===== src/rtl/core/rebd_pkg.sv =====
// ============================================================================
// rebd_pkg
// Shared types, codes and decode tables of the rotary encoder / button decoder.
// ============================================================================
package rebd_pkg;

   // Configuration port geometry
   localparam int unsigned CSR_ADDR_W = 5;
   localparam int unsigned CSR_DATA_W = 32;

   // Register indexes (byte address = 4 * index)
   localparam logic [2:0] REG_DECODER_MODE   = 3'd0;
   localparam logic [2:0] REG_STEPS_PER_NOTCH = 3'd1;
   localparam logic [2:0] REG_CHECK_INTERVAL = 3'd2;
   localparam logic [2:0] REG_HOLD_CHECKS    = 3'd3;
   localparam logic [2:0] REG_DOUBLE_CLICK   = 3'd4;
   localparam logic [2:0] REG_ACCEL_UP       = 3'd5;
   localparam logic [2:0] REG_ACCEL_DOWN     = 3'd6;
   localparam logic [2:0] REG_ACCEL_CEILING  = 3'd7;

   // Register reset values
   localparam logic [1:0]  RST_DECODER_MODE    = 2'd0;
   localparam logic [2:0]  RST_STEPS_PER_NOTCH = 3'd4;
   localparam logic [7:0]  RST_CHECK_INTERVAL  = 8'd10;
   localparam logic [9:0]  RST_HOLD_CHECKS     = 10'd120;
   localparam logic [7:0]  RST_DOUBLE_CLICK    = 8'd60;
   localparam logic [9:0]  RST_ACCEL_UP        = 10'd25;
   localparam logic [9:0]  RST_ACCEL_DOWN      = 10'd2;
   localparam logic [14:0] RST_ACCEL_CEILING   = 15'd3072;

   // Transaction operation codes
   localparam logic [1:0] OP_TICK        = 2'd0;
   localparam logic [1:0] OP_READ_VALUE  = 2'd1;
   localparam logic [1:0] OP_READ_BUTTON = 2'd2;

   // Decoder modes
   localparam logic [1:0] MODE_GRAY = 2'd0;
   localparam logic [1:0] MODE_FULL = 2'd1;
   localparam logic [1:0] MODE_HALF = 2'd2;

   // Notch scaling choices
   localparam logic [2:0] NOTCH_TWO  = 3'd2;
   localparam logic [2:0] NOTCH_FOUR = 3'd4;

   // Button events
   localparam logic [2:0] EV_OPEN     = 3'd0;
   localparam logic [2:0] EV_CLICKED  = 3'd1;
   localparam logic [2:0] EV_DOUBLE   = 3'd2;
   localparam logic [2:0] EV_HELD     = 3'd3;
   localparam logic [2:0] EV_RELEASED = 3'd4;

   // Decoded quadrature step
   typedef enum logic [1:0] {
      STEP_NONE = 2'b00,
      STEP_UP   = 2'b01,
      STEP_DOWN = 2'b10
   } step_type;

   // Configuration register set
   typedef struct packed {
      logic [1:0]  decoder_mode;
      logic [2:0]  steps_per_notch;
      logic [7:0]  check_interval;
      logic [9:0]  hold_checks;
      logic [7:0]  double_click_checks;
      logic [9:0]  accel_step_up;
      logic [9:0]  accel_step_down;
      logic [14:0] accel_ceiling;
   } cfg_type;

   // Per-item control handed to the decoding units
   typedef struct packed {
      logic tick_en;
      logic read_en;
   } ctrl_type;

   // Full-step transition table, indexed by {previous AB, current AB}
   function automatic step_type full_step(input logic [3:0] idx);
      step_type s;
      unique case (idx)
         4'd1, 4'd7, 4'd8, 4'd14:  s = STEP_UP;
         4'd2, 4'd4, 4'd11, 4'd13: s = STEP_DOWN;
         default:                  s = STEP_NONE;
      endcase
      return s;
   endfunction

   // Half-step transition table
   function automatic step_type half_step(input logic [3:0] idx);
      step_type s;
      unique case (idx)
         4'd7, 4'd8:  s = STEP_UP;
         4'd2, 4'd13: s = STEP_DOWN;
         default:     s = STEP_NONE;
      endcase
      return s;
   endfunction

endpackage


===== src/rtl/core/rotary_encoder_button_decoder_top.sv =====
// ============================================================================
// rotary_encoder_button_decoder_top
// Rotary encoder quadrature decoder with acceleration and click button.
//
//   Channel  Direction  Payload                                  Transfer
//   req_*    in         tuser: op; tdata: pin_a, pin_b, button   tvalid & tready
//   rsp_*    out        tdata: value, button_event               tvalid & tready
//   csr_*    in/out     8 registers at byte address 4*i          APB, pready high
//
// One transaction per cycle unless a read waits on the result side: an item is
// registered on acceptance and fully handled by short logic into the state and
// result registers. A read result goes from the input to the result register.
// Ticks never wait on the result side; reads wait while a result is stalled.
// Synchronous active-high reset clears all but payloads, no clearing pass.
// ============================================================================
module rotary_encoder_button_decoder_top (
   input  logic                               clock,
   input  logic                               reset,
   // request stream
   input  logic                               req_tvalid,
   output logic                               req_tready,
   input  logic [7:0]                         req_tdata,   // [0] pin_a, [1] pin_b,
                                                           // [2] button_level, rest 0
   input  logic [1:0]                         req_tuser,   // [1:0] op
   // result stream
   output logic                               rsp_tvalid,
   input  logic                               rsp_tready,
   output logic [15:0]                        rsp_tdata,   // [7:0] value,
                                                           // [10:8] button_event, rest 0
   // configuration
   input  logic                               csr_psel,
   input  logic                               csr_penable,
   input  logic                               csr_pwrite,
   input  logic [rebd_pkg::CSR_ADDR_W-1:0]    csr_paddr,
   input  logic [rebd_pkg::CSR_DATA_W-1:0]    csr_pwdata,
   output logic [rebd_pkg::CSR_DATA_W-1:0]    csr_prdata,
   output logic                               csr_pready
);

   rebd_pkg::cfg_type  cfg;
   rebd_pkg::ctrl_type ctrl;

   // input register
   logic               in_valid_ff, in_valid_in;
   logic [1:0]         in_op_ff;
   logic               in_a_ff;
   logic               in_b_ff;
   logic               in_btn_ff;

   // result register
   logic               rsp_valid_ff, rsp_valid_in;
   logic signed [7:0]  rsp_value_ff;
   logic [2:0]         rsp_event_ff;

   logic               out_free;
   logic               needs_rsp;
   logic               proc;
   logic               req_fire;
   logic signed [7:0]  quad_value;
   logic [2:0]         btn_event;

   // Handshake and dispatch
   always_comb begin
      out_free     = !rsp_valid_ff || rsp_tready;
      needs_rsp    = (in_op_ff == rebd_pkg::OP_READ_VALUE) ||
                     (in_op_ff == rebd_pkg::OP_READ_BUTTON);
      proc         = in_valid_ff && (!needs_rsp || out_free);
      req_tready   = !in_valid_ff || proc;
      req_fire     = req_tvalid && req_tready;
      in_valid_in  = req_fire ? 1'b1 : (proc ? 1'b0 : in_valid_ff);
      ctrl.tick_en = proc && (in_op_ff == rebd_pkg::OP_TICK);
      ctrl.read_en = proc && needs_rsp;
      rsp_valid_in = (proc && needs_rsp) ? 1'b1 : (rsp_tready ? 1'b0 : rsp_valid_ff);
   end

   always_ff @(posedge clock) begin
      if (reset) begin
         in_valid_ff  <= 1'b0;
         rsp_valid_ff <= 1'b0;
      end else begin
         in_valid_ff  <= in_valid_in;
         rsp_valid_ff <= rsp_valid_in;
      end
   end

   // Input payload
   always_ff @(posedge clock) begin
      if (req_fire) begin
         in_op_ff  <= req_tuser;
         in_a_ff   <= req_tdata[0];
         in_b_ff   <= req_tdata[1];
         in_btn_ff <= req_tdata[2];
      end
   end

   // Result payload
   always_ff @(posedge clock) begin
      if (proc && needs_rsp) begin
         if (in_op_ff == rebd_pkg::OP_READ_VALUE) begin
            rsp_value_ff <= quad_value;
            rsp_event_ff <= rebd_pkg::EV_OPEN;
         end else begin
            rsp_value_ff <= 8'sd0;
            rsp_event_ff <= btn_event;
         end
      end
   end

   assign rsp_tvalid = rsp_valid_ff;
   assign rsp_tdata  = {5'd0, rsp_event_ff, rsp_value_ff};

   rebd_csr u_csr (
      .clock       (clock),
      .reset       (reset),
      .csr_psel    (csr_psel),
      .csr_penable (csr_penable),
      .csr_pwrite  (csr_pwrite),
      .csr_paddr   (csr_paddr),
      .csr_pwdata  (csr_pwdata),
      .csr_prdata  (csr_prdata),
      .csr_pready  (csr_pready),
      .cfg         (cfg)
   );

   rebd_quad u_quad (
      .clock (clock),
      .reset (reset),
      .cfg   (cfg),
      .ctrl  ('{tick_en: ctrl.tick_en,
                read_en: ctrl.read_en && (in_op_ff == rebd_pkg::OP_READ_VALUE)}),
      .pin_a (in_a_ff),
      .pin_b (in_b_ff),
      .value (quad_value)
   );

   rebd_button u_button (
      .clock        (clock),
      .reset        (reset),
      .cfg          (cfg),
      .ctrl         ('{tick_en: ctrl.tick_en,
                       read_en: ctrl.read_en && (in_op_ff == rebd_pkg::OP_READ_BUTTON)}),
      .button_level (in_btn_ff),
      .button_event (btn_event)
   );

endmodule


===== src/rtl/core/rebd_csr.sv =====
// ============================================================================
// rebd_csr
// APB-style configuration register file.
// ============================================================================
module rebd_csr (
   input  logic                               clock,
   input  logic                               reset,
   input  logic                               csr_psel,
   input  logic                               csr_penable,
   input  logic                               csr_pwrite,
   input  logic [rebd_pkg::CSR_ADDR_W-1:0]    csr_paddr,
   input  logic [rebd_pkg::CSR_DATA_W-1:0]    csr_pwdata,
   output logic [rebd_pkg::CSR_DATA_W-1:0]    csr_prdata,
   output logic                               csr_pready,
   output rebd_pkg::cfg_type                  cfg
);

   rebd_pkg::cfg_type cfg_ff;
   logic              wr_en;
   logic [2:0]        reg_idx;

   assign csr_pready = 1'b1;
   assign wr_en      = csr_psel & csr_penable & csr_pwrite;
   assign reg_idx    = csr_paddr[4:2];
   assign cfg        = cfg_ff;

   // Register writes, value masked to register width
   always_ff @(posedge clock) begin
      if (reset) begin
         cfg_ff.decoder_mode        <= rebd_pkg::RST_DECODER_MODE;
         cfg_ff.steps_per_notch     <= rebd_pkg::RST_STEPS_PER_NOTCH;
         cfg_ff.check_interval      <= rebd_pkg::RST_CHECK_INTERVAL;
         cfg_ff.hold_checks         <= rebd_pkg::RST_HOLD_CHECKS;
         cfg_ff.double_click_checks <= rebd_pkg::RST_DOUBLE_CLICK;
         cfg_ff.accel_step_up       <= rebd_pkg::RST_ACCEL_UP;
         cfg_ff.accel_step_down     <= rebd_pkg::RST_ACCEL_DOWN;
         cfg_ff.accel_ceiling       <= rebd_pkg::RST_ACCEL_CEILING;
      end else if (wr_en) begin
         unique case (reg_idx)
            rebd_pkg::REG_DECODER_MODE:    cfg_ff.decoder_mode        <= csr_pwdata[1:0];
            rebd_pkg::REG_STEPS_PER_NOTCH: cfg_ff.steps_per_notch     <= csr_pwdata[2:0];
            rebd_pkg::REG_CHECK_INTERVAL:  cfg_ff.check_interval      <= csr_pwdata[7:0];
            rebd_pkg::REG_HOLD_CHECKS:     cfg_ff.hold_checks         <= csr_pwdata[9:0];
            rebd_pkg::REG_DOUBLE_CLICK:    cfg_ff.double_click_checks <= csr_pwdata[7:0];
            rebd_pkg::REG_ACCEL_UP:        cfg_ff.accel_step_up       <= csr_pwdata[9:0];
            rebd_pkg::REG_ACCEL_DOWN:      cfg_ff.accel_step_down     <= csr_pwdata[9:0];
            rebd_pkg::REG_ACCEL_CEILING:   cfg_ff.accel_ceiling       <= csr_pwdata[14:0];
         endcase
      end
   end

   // Read mux
   always_comb begin
      unique case (reg_idx)
         rebd_pkg::REG_DECODER_MODE:    csr_prdata = {30'd0, cfg_ff.decoder_mode};
         rebd_pkg::REG_STEPS_PER_NOTCH: csr_prdata = {29'd0, cfg_ff.steps_per_notch};
         rebd_pkg::REG_CHECK_INTERVAL:  csr_prdata = {24'd0, cfg_ff.check_interval};
         rebd_pkg::REG_HOLD_CHECKS:     csr_prdata = {22'd0, cfg_ff.hold_checks};
         rebd_pkg::REG_DOUBLE_CLICK:    csr_prdata = {24'd0, cfg_ff.double_click_checks};
         rebd_pkg::REG_ACCEL_UP:        csr_prdata = {22'd0, cfg_ff.accel_step_up};
         rebd_pkg::REG_ACCEL_DOWN:      csr_prdata = {22'd0, cfg_ff.accel_step_down};
         rebd_pkg::REG_ACCEL_CEILING:   csr_prdata = {17'd0, cfg_ff.accel_ceiling};
      endcase
   end

endmodule


===== src/rtl/core/rebd_quad.sv =====
// ============================================================================
// rebd_quad
// Quadrature decode, step count, acceleration and notch value conversion.
// ============================================================================
module rebd_quad (
   input  logic                clock,
   input  logic                reset,
   input  rebd_pkg::cfg_type   cfg,
   input  rebd_pkg::ctrl_type  ctrl,
   input  logic                pin_a,
   input  logic                pin_b,
   output logic signed [7:0]   value
);

   logic [3:0]          hist_ff, hist_in;
   logic [15:0]         step_ff, step_in;
   logic [15:0]         accel_ff, accel_in;

   logic [15:0]         down16;
   logic [15:0]         up16;
   logic [15:0]         ceil16;
   logic [15:0]         accel_dec;
   logic [3:0]          hist_tab;
   logic [1:0]          gray_cur;
   logic [1:0]          gray_diff;
   rebd_pkg::step_type  step_dir;
   logic                table_mode;
   logic                grow;

   logic                neg;
   logic                nonzero;
   logic [15:0]         step_rd;
   logic [8:0]          mag;
   logic [8:0]          mag_neg;

   assign down16 = {6'd0, cfg.accel_step_down};
   assign up16   = {6'd0, cfg.accel_step_up};
   assign ceil16 = {1'b0, cfg.accel_ceiling};

   // Tick: decay, decode, count, grow
   always_comb begin
      accel_dec  = (accel_ff > down16) ? (accel_ff - down16) : 16'd0;
      table_mode = (cfg.decoder_mode == rebd_pkg::MODE_FULL) ||
                   (cfg.decoder_mode == rebd_pkg::MODE_HALF);
      hist_tab   = {hist_ff[1:0], pin_a, pin_b};
      gray_cur   = {pin_a, pin_a ^ pin_b};
      gray_diff  = hist_ff[1:0] - gray_cur;
      hist_in    = hist_ff;
      step_dir   = rebd_pkg::STEP_NONE;
      if (table_mode) begin
         hist_in = hist_tab;
         if (cfg.decoder_mode == rebd_pkg::MODE_FULL) begin
            step_dir = rebd_pkg::full_step(hist_tab);
         end else begin
            step_dir = rebd_pkg::half_step(hist_tab);
         end
      end else if (gray_diff[0]) begin
         hist_in  = {2'b00, gray_cur};
         step_dir = gray_diff[1] ? rebd_pkg::STEP_UP : rebd_pkg::STEP_DOWN;
      end

      unique case (step_dir)
         rebd_pkg::STEP_UP:   step_in = step_ff + 16'd1;
         rebd_pkg::STEP_DOWN: step_in = step_ff - 16'd1;
         default:             step_in = step_ff;
      endcase

      grow = (step_dir != rebd_pkg::STEP_NONE) && (up16 <= ceil16) &&
             (accel_dec <= (ceil16 - up16));
      accel_in = grow ? (accel_dec + up16) : accel_dec;
   end

   // Read: whole notches to accelerated signed value, keep remainder at notch size 2 or 4
   always_comb begin
      neg = step_ff[15];
      unique case (cfg.steps_per_notch)
         rebd_pkg::NOTCH_TWO: begin
            nonzero = |step_ff[15:1];
            step_rd = {15'd0, step_ff[0]};
         end
         rebd_pkg::NOTCH_FOUR: begin
            nonzero = |step_ff[15:2];
            step_rd = {14'd0, step_ff[1:0]};
         end
         default: begin
            nonzero = |step_ff;
            step_rd = 16'd0;
         end
      endcase
      mag     = {1'b0, accel_ff[15:8]} + 9'd1;
      mag_neg = 9'd0 - mag;
      if (!nonzero) begin
         value = 8'sd0;
      end else if (neg) begin
         value = (mag > 9'd128) ? 8'sh80 : $signed(mag_neg[7:0]);
      end else begin
         value = (mag > 9'd127) ? 8'sh7F : $signed(mag[7:0]);
      end
   end

   // State registers
   always_ff @(posedge clock) begin
      if (reset) begin
         hist_ff  <= 4'd0;
         step_ff  <= 16'd0;
         accel_ff <= 16'd0;
      end else if (ctrl.tick_en) begin
         hist_ff  <= hist_in;
         step_ff  <= step_in;
         accel_ff <= accel_in;
      end else if (ctrl.read_en) begin
         step_ff  <= step_rd;
      end
   end

endmodule


===== src/rtl/core/rebd_button.sv =====
// ============================================================================
// rebd_button
// Button check scheduler and click / double click / hold classifier.
// ============================================================================
module rebd_button (
   input  logic                clock,
   input  logic                reset,
   input  rebd_pkg::cfg_type   cfg,
   input  rebd_pkg::ctrl_type  ctrl,
   input  logic                button_level,
   output logic [2:0]          button_event
);

   logic [7:0]  tsc_ff, tsc_in;
   logic [15:0] kdc_ff, kdc_in;
   logic [7:0]  cw_ff, cw_in;
   logic [2:0]  pend_ff, pend_in;

   logic [8:0]  tick_cnt;
   logic        check;
   logic [7:0]  cw_mid;
   logic [2:0]  pend_mid;

   assign button_event = pend_ff;

   // Check interval counter
   always_comb begin
      tick_cnt = {1'b0, tsc_ff} + 9'd1;
      check    = tick_cnt >= {1'b0, cfg.check_interval};
      tsc_in   = check ? 8'd0 : tick_cnt[7:0];
   end

   // Button classification on a check
   always_comb begin
      kdc_in   = kdc_ff;
      cw_mid   = cw_ff;
      pend_mid = pend_ff;
      if (!button_level) begin
         // pressed: count with saturation, flag hold
         if (kdc_ff != 16'hFFFF) begin
            kdc_in = kdc_ff + 16'd1;
         end
         if (kdc_in > {6'd0, cfg.hold_checks}) begin
            pend_mid = rebd_pkg::EV_HELD;
         end
      end else begin
         // released after a press
         if (kdc_ff != 16'd0) begin
            priority if (pend_ff == rebd_pkg::EV_HELD) begin
               pend_mid = rebd_pkg::EV_RELEASED;
               cw_mid   = 8'd0;
            end else if (cw_ff > 8'd1) begin
               if (cw_ff < cfg.double_click_checks) begin
                  pend_mid = rebd_pkg::EV_DOUBLE;
                  cw_mid   = 8'd0;
               end
            end else begin
               cw_mid = cfg.double_click_checks;
            end
         end
         kdc_in = 16'd0;
      end

      // window countdown; expiry means single click
      cw_in   = cw_mid;
      pend_in = pend_mid;
      if (cw_mid != 8'd0) begin
         cw_in = (cw_mid > 8'd2) ? (cw_mid - 8'd2) : 8'd0;
         if (cw_in == 8'd0) begin
            pend_in = rebd_pkg::EV_CLICKED;
         end
      end
   end

   // State registers
   always_ff @(posedge clock) begin
      if (reset) begin
         tsc_ff  <= 8'd0;
         kdc_ff  <= 16'd0;
         cw_ff   <= 8'd0;
         pend_ff <= rebd_pkg::EV_OPEN;
      end else if (ctrl.tick_en) begin
         tsc_ff <= tsc_in;
         if (check) begin
            kdc_ff  <= kdc_in;
            cw_ff   <= cw_in;
            pend_ff <= pend_in;
         end
      end else if (ctrl.read_en) begin
         if (pend_ff != rebd_pkg::EV_HELD) begin
            pend_ff <= rebd_pkg::EV_OPEN;
         end
      end
   end

endmodule


===== config.mk =====
export PLATFORM = sky130hd
export DESIGN_NAME = rotary_encoder_button_decoder_top
export DESIGN_NICKNAME = d
export VERILOG_FILES = /design/src/rtl/core/rebd_pkg.sv /design/src/rtl/core/rotary_encoder_button_decoder_top.sv /design/src/rtl/core/rebd_csr.sv /design/src/rtl/core/rebd_quad.sv /design/src/rtl/core/rebd_button.sv
export SDC_FILE = /design/constraint.sdc
export NUM_CORES = 1
export LEC_CHECK = 0
export ABC_AREA = 0
export BUFFER_PORTS_ARGS = -buffer_cell sky130_fd_sc_hd__buf_2
export CAP_MARGIN = 20
export CORE_UTILIZATION = 60
export DETAILED_ROUTE_END_ITERATION = 12
export PLACE_DENSITY = 0.85
export SYNTH_ARGS = -nofsm -noshare
export SYNTH_HDL_FRONTEND = slang
export SYNTH_SLANG_ARGS = --single-unit

===== constraint.sdc =====
create_clock -name clock -period 11.8 [get_ports clock]
set_clock_uncertainty 0.1 [all_clocks]
set_input_delay 0.59 -clock clock [delete_from_list [all_inputs] [get_ports clock]]
set_output_delay 0.59 -clock clock [all_outputs]
set_load 0.005 [all_outputs]

==> reports/results.ini, run 1 <==
[outcome]
outcome = completed

[clock_tree]
cts_inserted_buffers = 17
tritoncts = done
insertion_delay_ns = 0.44
post_cts_buffers = 0
clkSlewWorstSetupHoldPaths_ns = 0.07
clkSinkCount = 153
clockBufferDepth = 2
cts-root-buf = clkbuf_16
cts_hold_buf = 0
cts_resized = 0
htreeDepth = 4

[grt]
grt_antenna_before_repair = 0
grt_pass1_vias = 10100
grt_pass1_wl_mm = 50.2
grt_use_total_pct = 31.7
grt-ovfl-total = 0
grt_max_degree = 82

[sta]
hold_viol_final = 0
fmax_ghz = 0.175
fin_hold_ws_ns = 0.223
worstMarginPinSlew_ns = 1.11
fin_crit_ns = 5.72
drv_slew = 0
slew_headroom_pct = 26.0
fin_tns_setup_ns = 0
setup_violations = 0
rsz0062_at_grt = no
timing.final.crit_share_pct = 48.5

[routing]
wl_per_cell_um = 18.0
routed_wl_mm = 31.3
num_vias = 11200
antenna_left = 0
via_per_inst = 6.40
drt_iter0_markers = 1262
drc = 0
drtPass1Iterations = 6

[critical_path]
rrSetupSlack_ns = 6.08
crit_path_cell_trace = ha_1 -> inv_1 -> fa_1 -> a21o_1 -> a21boi_0 -> o211ai_1 -> a311oi_1 -> and3_1 -> mux2i_1 -> inv_1 -> ha_1 -> a211o_1 -> nor3_1 -> a21oi_1 -> nor4_1 -> o21ai_1 -> buf_4 -> nor4b_1 -> a211o_1 -> o2111a_1
max_stage_delay_ns = 0.81
crit_type = flip-flop to flip-flop
endpoint_kind = flip-flop
crit_fanout = 20
cp_top_family = compound AO/OA/AOI/OAI gates
path_buf_inv = 3
r2r-end = u_quad.accel_ff[14]$_SDFFE_PP0P_
r2r_cells = 20
cp.required_ns = 12.08
r2r_start = u_csr.cfg[15]$_SDFFE_PP0P_
slowest_stage = a311oi_1
start_kind = flip-flop
critPathArrivalTime_ns = 6.00

[synthesis]
synth_compound_area_share_pct = 20.9
synth_top_family_by_area = simple AND/OR/NAND/NOR gates
synth.avg_cell_area_sq_um = 7.84
synth-edff-count = 16
synth_seq_cells = 153
syn-cell-area_sq_mm = 0.0115
synthSimpleGateAreaFrac_pct = 22.8
synth_top_area_share_pct = 23.8
yosys.area.top_type = dfxtp_1
synth_flop_cell = dfxtp_1
synthXorXnorAreaFrac_pct = 5.46
ys_seq_area_share_pct = 28.0
synth_fa_ha_area_share_pct = 11.6
synth.most_common_cell = nor2_1
synth.area.mux_share_pct = 4.69
synthCells = 1467
synth_common_cells = nor2_1, nand2_1, dfxtp_1, ha_1, a21oi_1
synthArstFlopShare_pct = 0
ys_warn_count = 0
synth_cell_types = 85
yosys-top-cells-area = dfxtp_1, ha_1, nor2_1

[floorplanning]
chipWidth_um = 140
die-height_um = 140
die_area_sq_mm = 0.0197
initial_core_util_pct = 61.3
std_cell_rows = 50
io-pin-count = 105
coreArea_sq_mm = 0.0188

[final_layout]
utilization_pct = 66.4
insertedDiodeCount = 0
layout.nets = 1653
final_cell_area_sq_mm = 0.0125
syn_to_final_growth_pct = 8.31
multi_input_area_sq_mm = 0.00762
final-seq-area_sq_mm = 0.00322
finalNonFillerCells = 1742
drive_gt1_share_pct = 8.95
nFillCells = 1516

[min_path]
min_path_type = primary input to flip-flop
hp-start = req_tdata[2]
whs_path_depth = 1
hold_end = in_btn_ff$_DFFE_PP_

[flow_run]
drv_cap = 0

[placement]
portBuffers = 57
hpwl_mm = 22.3
gp_congestion = 0.952
placed_cells = 1708
place_area_sq_mm = 0.0119

[power_and_ir_drop]
powerDensity_mw_per_mm2 = 113
max-vdd-ir-drop_uv = 106
p_leak_nw = 5.15

## routing by layer
| layer | wire (um) | vias to the layer above | global-route usage, % | share of wire, % |
|---|---|---|---|---|
| li1 | - | 5279 | - | - |
| met1 | 13100 | 5205 | 42.1 | 42 |
| met5 | 0 | - | 0 | 0 |
| met2 | 14200 | 587 | 50.6 | 45 |
| met4 | 822 | 0 | 11.6 | 2.6 |
| met3 | 3130 | 80 | 6.94 | 10 |
## layout make-up
type | count | share of cell area, %
Clock buffer | 18 | 3.52
Clock inverter | 14 | 1.21
Inverter | 90 | 2.71
Multi-Input combinational cell | 1161 | 61.1
Sequential cell | 153 | 25.9
Tap cell | 234 | 2.35
Timing Repair Buffer | 72 | 3.22
## state kept, by name, summed over array words and instances (netlist names)
name / count
in_b_ff: 1
in_a_ff: 1
rsp_value_ff: 8
in_op_ff: 2
rsp_tvalid: 1
in_valid_ff: 1
rsp_event_ff: 3
u_quad.accel_ff: 16
u_quad.hist_ff: 2
u_button.button_event: 3
u_button.cw_ff: 8
u_button.kdc_ff: 16
u_csr.cfg: 66
u_quad.step_ff: 16
in_btn_ff: 1
u_button.tsc_ff: 8
## metrics by stage
stage | setup WS, ns | power [W]
CTS | 6.15 | 0.00140
global placement | 6.22 | 0.000842
global route | 5.54 | 0.00147
detailed placement | 6.17 | 0.000852
floorplan | 6.79 | 0.000782
finish | 6.08 | 0.00141
## power breakdown
part	total, W	switching, W	internal, W
Combinational	0.000312	0.000192	0.000120
Sequential	0.000542	0.00000928	0.000532
Clock	0.000559	0.000253	0.000306
Total	0.00141	0.000454	0.000958
## cells by family (layout without fill, tap and decap cells)
logic type / Yosys count / in the layout
compound gates: 360 / 360
xor+xnor: 70 / 70
fa+ha+maj: 104 / 104
buf+inv: 174 / 194
flops: 153 / 153
mux: 50 / 50
other cells: 2 / 23
simple gates: 554 / 554
## how the worst max path moves through the flow
| stage | from | to | slack [ns] | cells after the start |
|---|---|---|---|---|
| after detailed placement | u_csr.cfg[15]$_SDFFE_PP0P_ | u_quad.accel_ff[12]$_SDFFE_PP0P_ | 6.17 | 20 |
| final | u_csr.cfg[15]$_SDFFE_PP0P_ | u_quad.accel_ff[14]$_SDFFE_PP0P_ | 6.08 | 20 |
| after CTS | u_csr.cfg[15]$_SDFFE_PP0P_ | u_quad.accel_ff[12]$_SDFFE_PP0P_ | 6.15 | 20 |
| after floorplan | u_csr.cfg[15]$_SDFFE_PP0P_ | u_quad.accel_ff[12]$_SDFFE_PP0P_ | 6.79 | 20 |
| after global placement | u_csr.cfg[15]$_SDFFE_PP0P_ | u_quad.accel_ff[12]$_SDFFE_PP0P_ | 6.22 | 20 |
| after global routing | u_csr.cfg[15]$_SDFFE_PP0P_ | u_quad.accel_ff[12]$_SDFFE_PP0P_ | 5.54 | 20 |
## layout by cell type, fill, tap and decap left out, drive strengths merged, types with 46 or more instances in the layout
master  synthesis  routed
xnor2          47      47
nor2          163     163
dfxtp         137     137
o21ai          79      79
nand3          49      49
mux2i          46      46
ha            100     100
inv            89      99
buf            35      72
a21oi          89      89
nand2         156     156
Note: power is estimated with default switching activity, not from simulation.
==> run 2: changes to the inputs <==
==> constraint.sdc (replaced) <==
create_clock -name clock -period 6 [get_ports clock]
set_clock_uncertainty 0.1 [all_clocks]
set_input_delay 0.3 -clock clock [delete_from_list [all_inputs] [get_ports clock]]
set_output_delay 0.3 -clock clock [all_outputs]
set_load 0.005 [all_outputs]
==> reports/results.ini, run 2 (same netlist as run 1, synthesis figures left out) <==
[clock_tree]
cts-root-buf = clkbuf_16
htreeDepth = 4  ; unchanged
post_cts_buffers = 0  ; unchanged
cts_hold_buf = 9  ; +9
clockBufferDepth = 2  ; unchanged
tritoncts = done
cts_resized = 0  ; unchanged
clkSinkCount = 153  ; unchanged
clkSlewWorstSetupHoldPaths_ns = 0.07  ; about the same
cts_inserted_buffers = 17  ; unchanged
insertion_delay_ns = 0.45  ; about the same

[flow_run]
drv_cap = 0  ; unchanged

[routing]
drt_iter0_markers = 1136  ; -10%
top_layer = met4
num_vias = 11100  ; -0.35%
wl_met1_mm = 13.4  ; +2.2%
met2_length_mm = 13.8  ; -2.6%
wl_met3_mm = 2.74  ; -12%
routed_wl_mm = 31.0  ; -0.83%
wl_per_cell_um = 17.7  ; -1.5%
via_per_inst = 6.34  ; -0.98%
antenna_left = 0  ; unchanged
drtPass1Iterations = 6  ; unchanged
drc = 0  ; unchanged

[grt]
grt_max_degree = 81  ; -1.2%
grt_pass1_wl_mm = 50.1  ; -0.11%
grt_antenna_before_repair = 0  ; unchanged
grt_use_total_pct = 31.6  ; -0.11 points
grt_pass1_vias = 10300  ; +1.6%
grt-ovfl-total = 0  ; unchanged

[power_and_ir_drop]
seqPwrFrac_pct = 37.5  ; -0.8 points
combPwrFrac_pct = 21.8  ; -0.3 points
powerDensity_mw_per_mm2 = 225  ; +98%
p_sw_w = 0.000907  ; +100%
p_leak_nw = 5.21  ; +1.2%
p_int_w = 0.00193  ; +100%
max-vdd-ir-drop_uv = 185  ; +74%
p_clk_share_pct = 40.7  ; +1.1 points
p_sw_share_pct = 32.0  ; -0.17 points

[final_layout]
drive_gt1_share_pct = 9.02  ; +0.067 points
layout_common_cells = nor2_1, nand2_1, dfxtp_1
syn_to_final_growth_pct = 9.57
insertedDiodeCount = 0  ; unchanged
largest_reg_flops = 66  ; unchanged
final_cell_area_sq_mm = 0.0126  ; +1.2%
nFillCells = 1506  ; -0.66%
final_common_cell = nor2_1
layout.nets = 1664  ; +0.67%
utilization_pct = 67.2  ; +0.77 points
finalNonFillerCells = 1753  ; +0.63%

[floorplanning]
chipWidth_um = 140  ; unchanged
initial_core_util_pct = 61.3  ; unchanged
die-height_um = 140  ; unchanged
coreArea_sq_mm = 0.0188  ; unchanged
io-pin-count = 105  ; unchanged
die_area_sq_mm = 0.0197  ; unchanged
std_cell_rows = 50  ; unchanged

[sta]
fin_hold_ws_ns = 0.00490  ; -0.218 ns
hold_viol_final = 0  ; unchanged
fin_crit_ns = 5.54  ; -0.178 ns
rsz0062_at_grt = no
slew_headroom_pct = 29.2  ; +3.2 points
fmax_ghz = 0.180  ; +3.2%
setup_violations = 0  ; unchanged
worstMarginPinSlew_ns = 1.05  ; -0.0579 ns
fin_tns_setup_ns = 0  ; unchanged
drv_slew = 0  ; unchanged
timing.final.crit_share_pct = 92.4  ; +44 points

[critical_path]
crit_fanout = 7  ; -65%
endpoint_kind = flip-flop
start_kind = flip-flop
critPathArrivalTime_ns = 5.79  ; -0.21 ns
cp.required_ns = 6.24  ; -5.84 ns
crit_type = flip-flop to flip-flop

[placement]
gp_congestion = 0.930  ; -2.3%
hpwl_mm = 22.3  ; -0.22%
placed_cells = 1709  ; +0.059%
place_area_sq_mm = 0.0119  ; about the same
portBuffers = 57  ; unchanged

[outcome]
outcome = completed

[min_path]
min_path_type = primary input to flip-flop

==> run 2: changes by cell type in the layout (fill, tap and decap cells not counted), moves of 2 or more <==
cell / delta
clkinv_8: +2
dlygate4sd3_1: +9
inv_8: +3
inv_6: -5
buf_4: +4
==> run 2: per-stage QoR <==
| step | worst slack, ns | power [W] |
|---|---|---|
| floorplan | 0.990 | 0.00154 |
| detailed placement | 0.611 | 0.00168 |
| CTS | 0.553 | 0.00282 |
| global route | 0.0638 | 0.00295 |
| global placement | 0.737 | 0.00166 |
| finish | 0.456 | 0.00284 |
==> run 2: critical path, cell delays in order, from the launching register on <==
cell      delay [ns]
dfxtp_1         0.36
ha_1            0.20
inv_1           0.06
fa_1            0.40
a21o_1          0.19
a21boi_0        0.34
o211ai_1        0.24
a21oi_1         0.59
nand2b_1        0.24
inv_1           0.10
ha_1            0.28
a21o_1          0.18
a21oi_1         0.24
o21ai_0         0.16
a2111o_1        0.44
and2_1          0.17
a211oi_1        0.27
nor4_1          0.13
or4b_2          0.62
o311ai_0        0.11
==> run 2: area by class of cell <==
cell class | instances | area (sq um) | area share [%]
Inverter | 90 | 338 | 2.68
Tap cell | 234 | 293 | 2.32
Clock inverter | 15 | 206 | 1.64
Clock buffer | 17 | 425 | 3.37
Sequential cell | 153 | 3220 | 25.6
Multi-Input combinational cell | 1161 | 7620 | 60.4
Timing Repair Buffer | 83 | 505 | 4.01
==> run 2: final timing paths <==
path	endpoint	start	depth (start not counted)	slack [ns]
setup / recovery	u_quad.accel_ff[13]$_SDFFE_PP0P_	u_csr.cfg[15]$_SDFFE_PP0P_	19	0.46
hold / removal	in_valid_ff$_SDFFE_PP0P_	req_tvalid	3	0.005
setup reg to reg	u_quad.accel_ff[13]$_SDFFE_PP0P_	u_csr.cfg[15]$_SDFFE_PP0P_	19	0.46
hold reg to reg	u_button.kdc_ff[7]$_SDFFE_PP0P_	u_button.kdc_ff[7]$_SDFFE_PP0P_	2	0.38
==> run 2: power by group through the flow <==
stage / sequential, W / clock [W] / combinational, W
CTS: 0.00106 / 0.00115 / 0.000603
finish: 0.00106 / 0.00115 / 0.000617
detailed placement: 0.00109 / 0 / 0.000590
floorplan: 0.00108 / 0 / 0.000459
global placement: 0.00109 / 0 / 0.000570
global route: 0.00107 / 0.00120 / 0.000679
==> run 2: per-layer routing <==
layer	vias to the layer above	GRT usage [%]
met2	559	49.2
met4	0	12.8
met5	-	0
li1	5305	-
met3	94	6.39
met1	5154	42.8
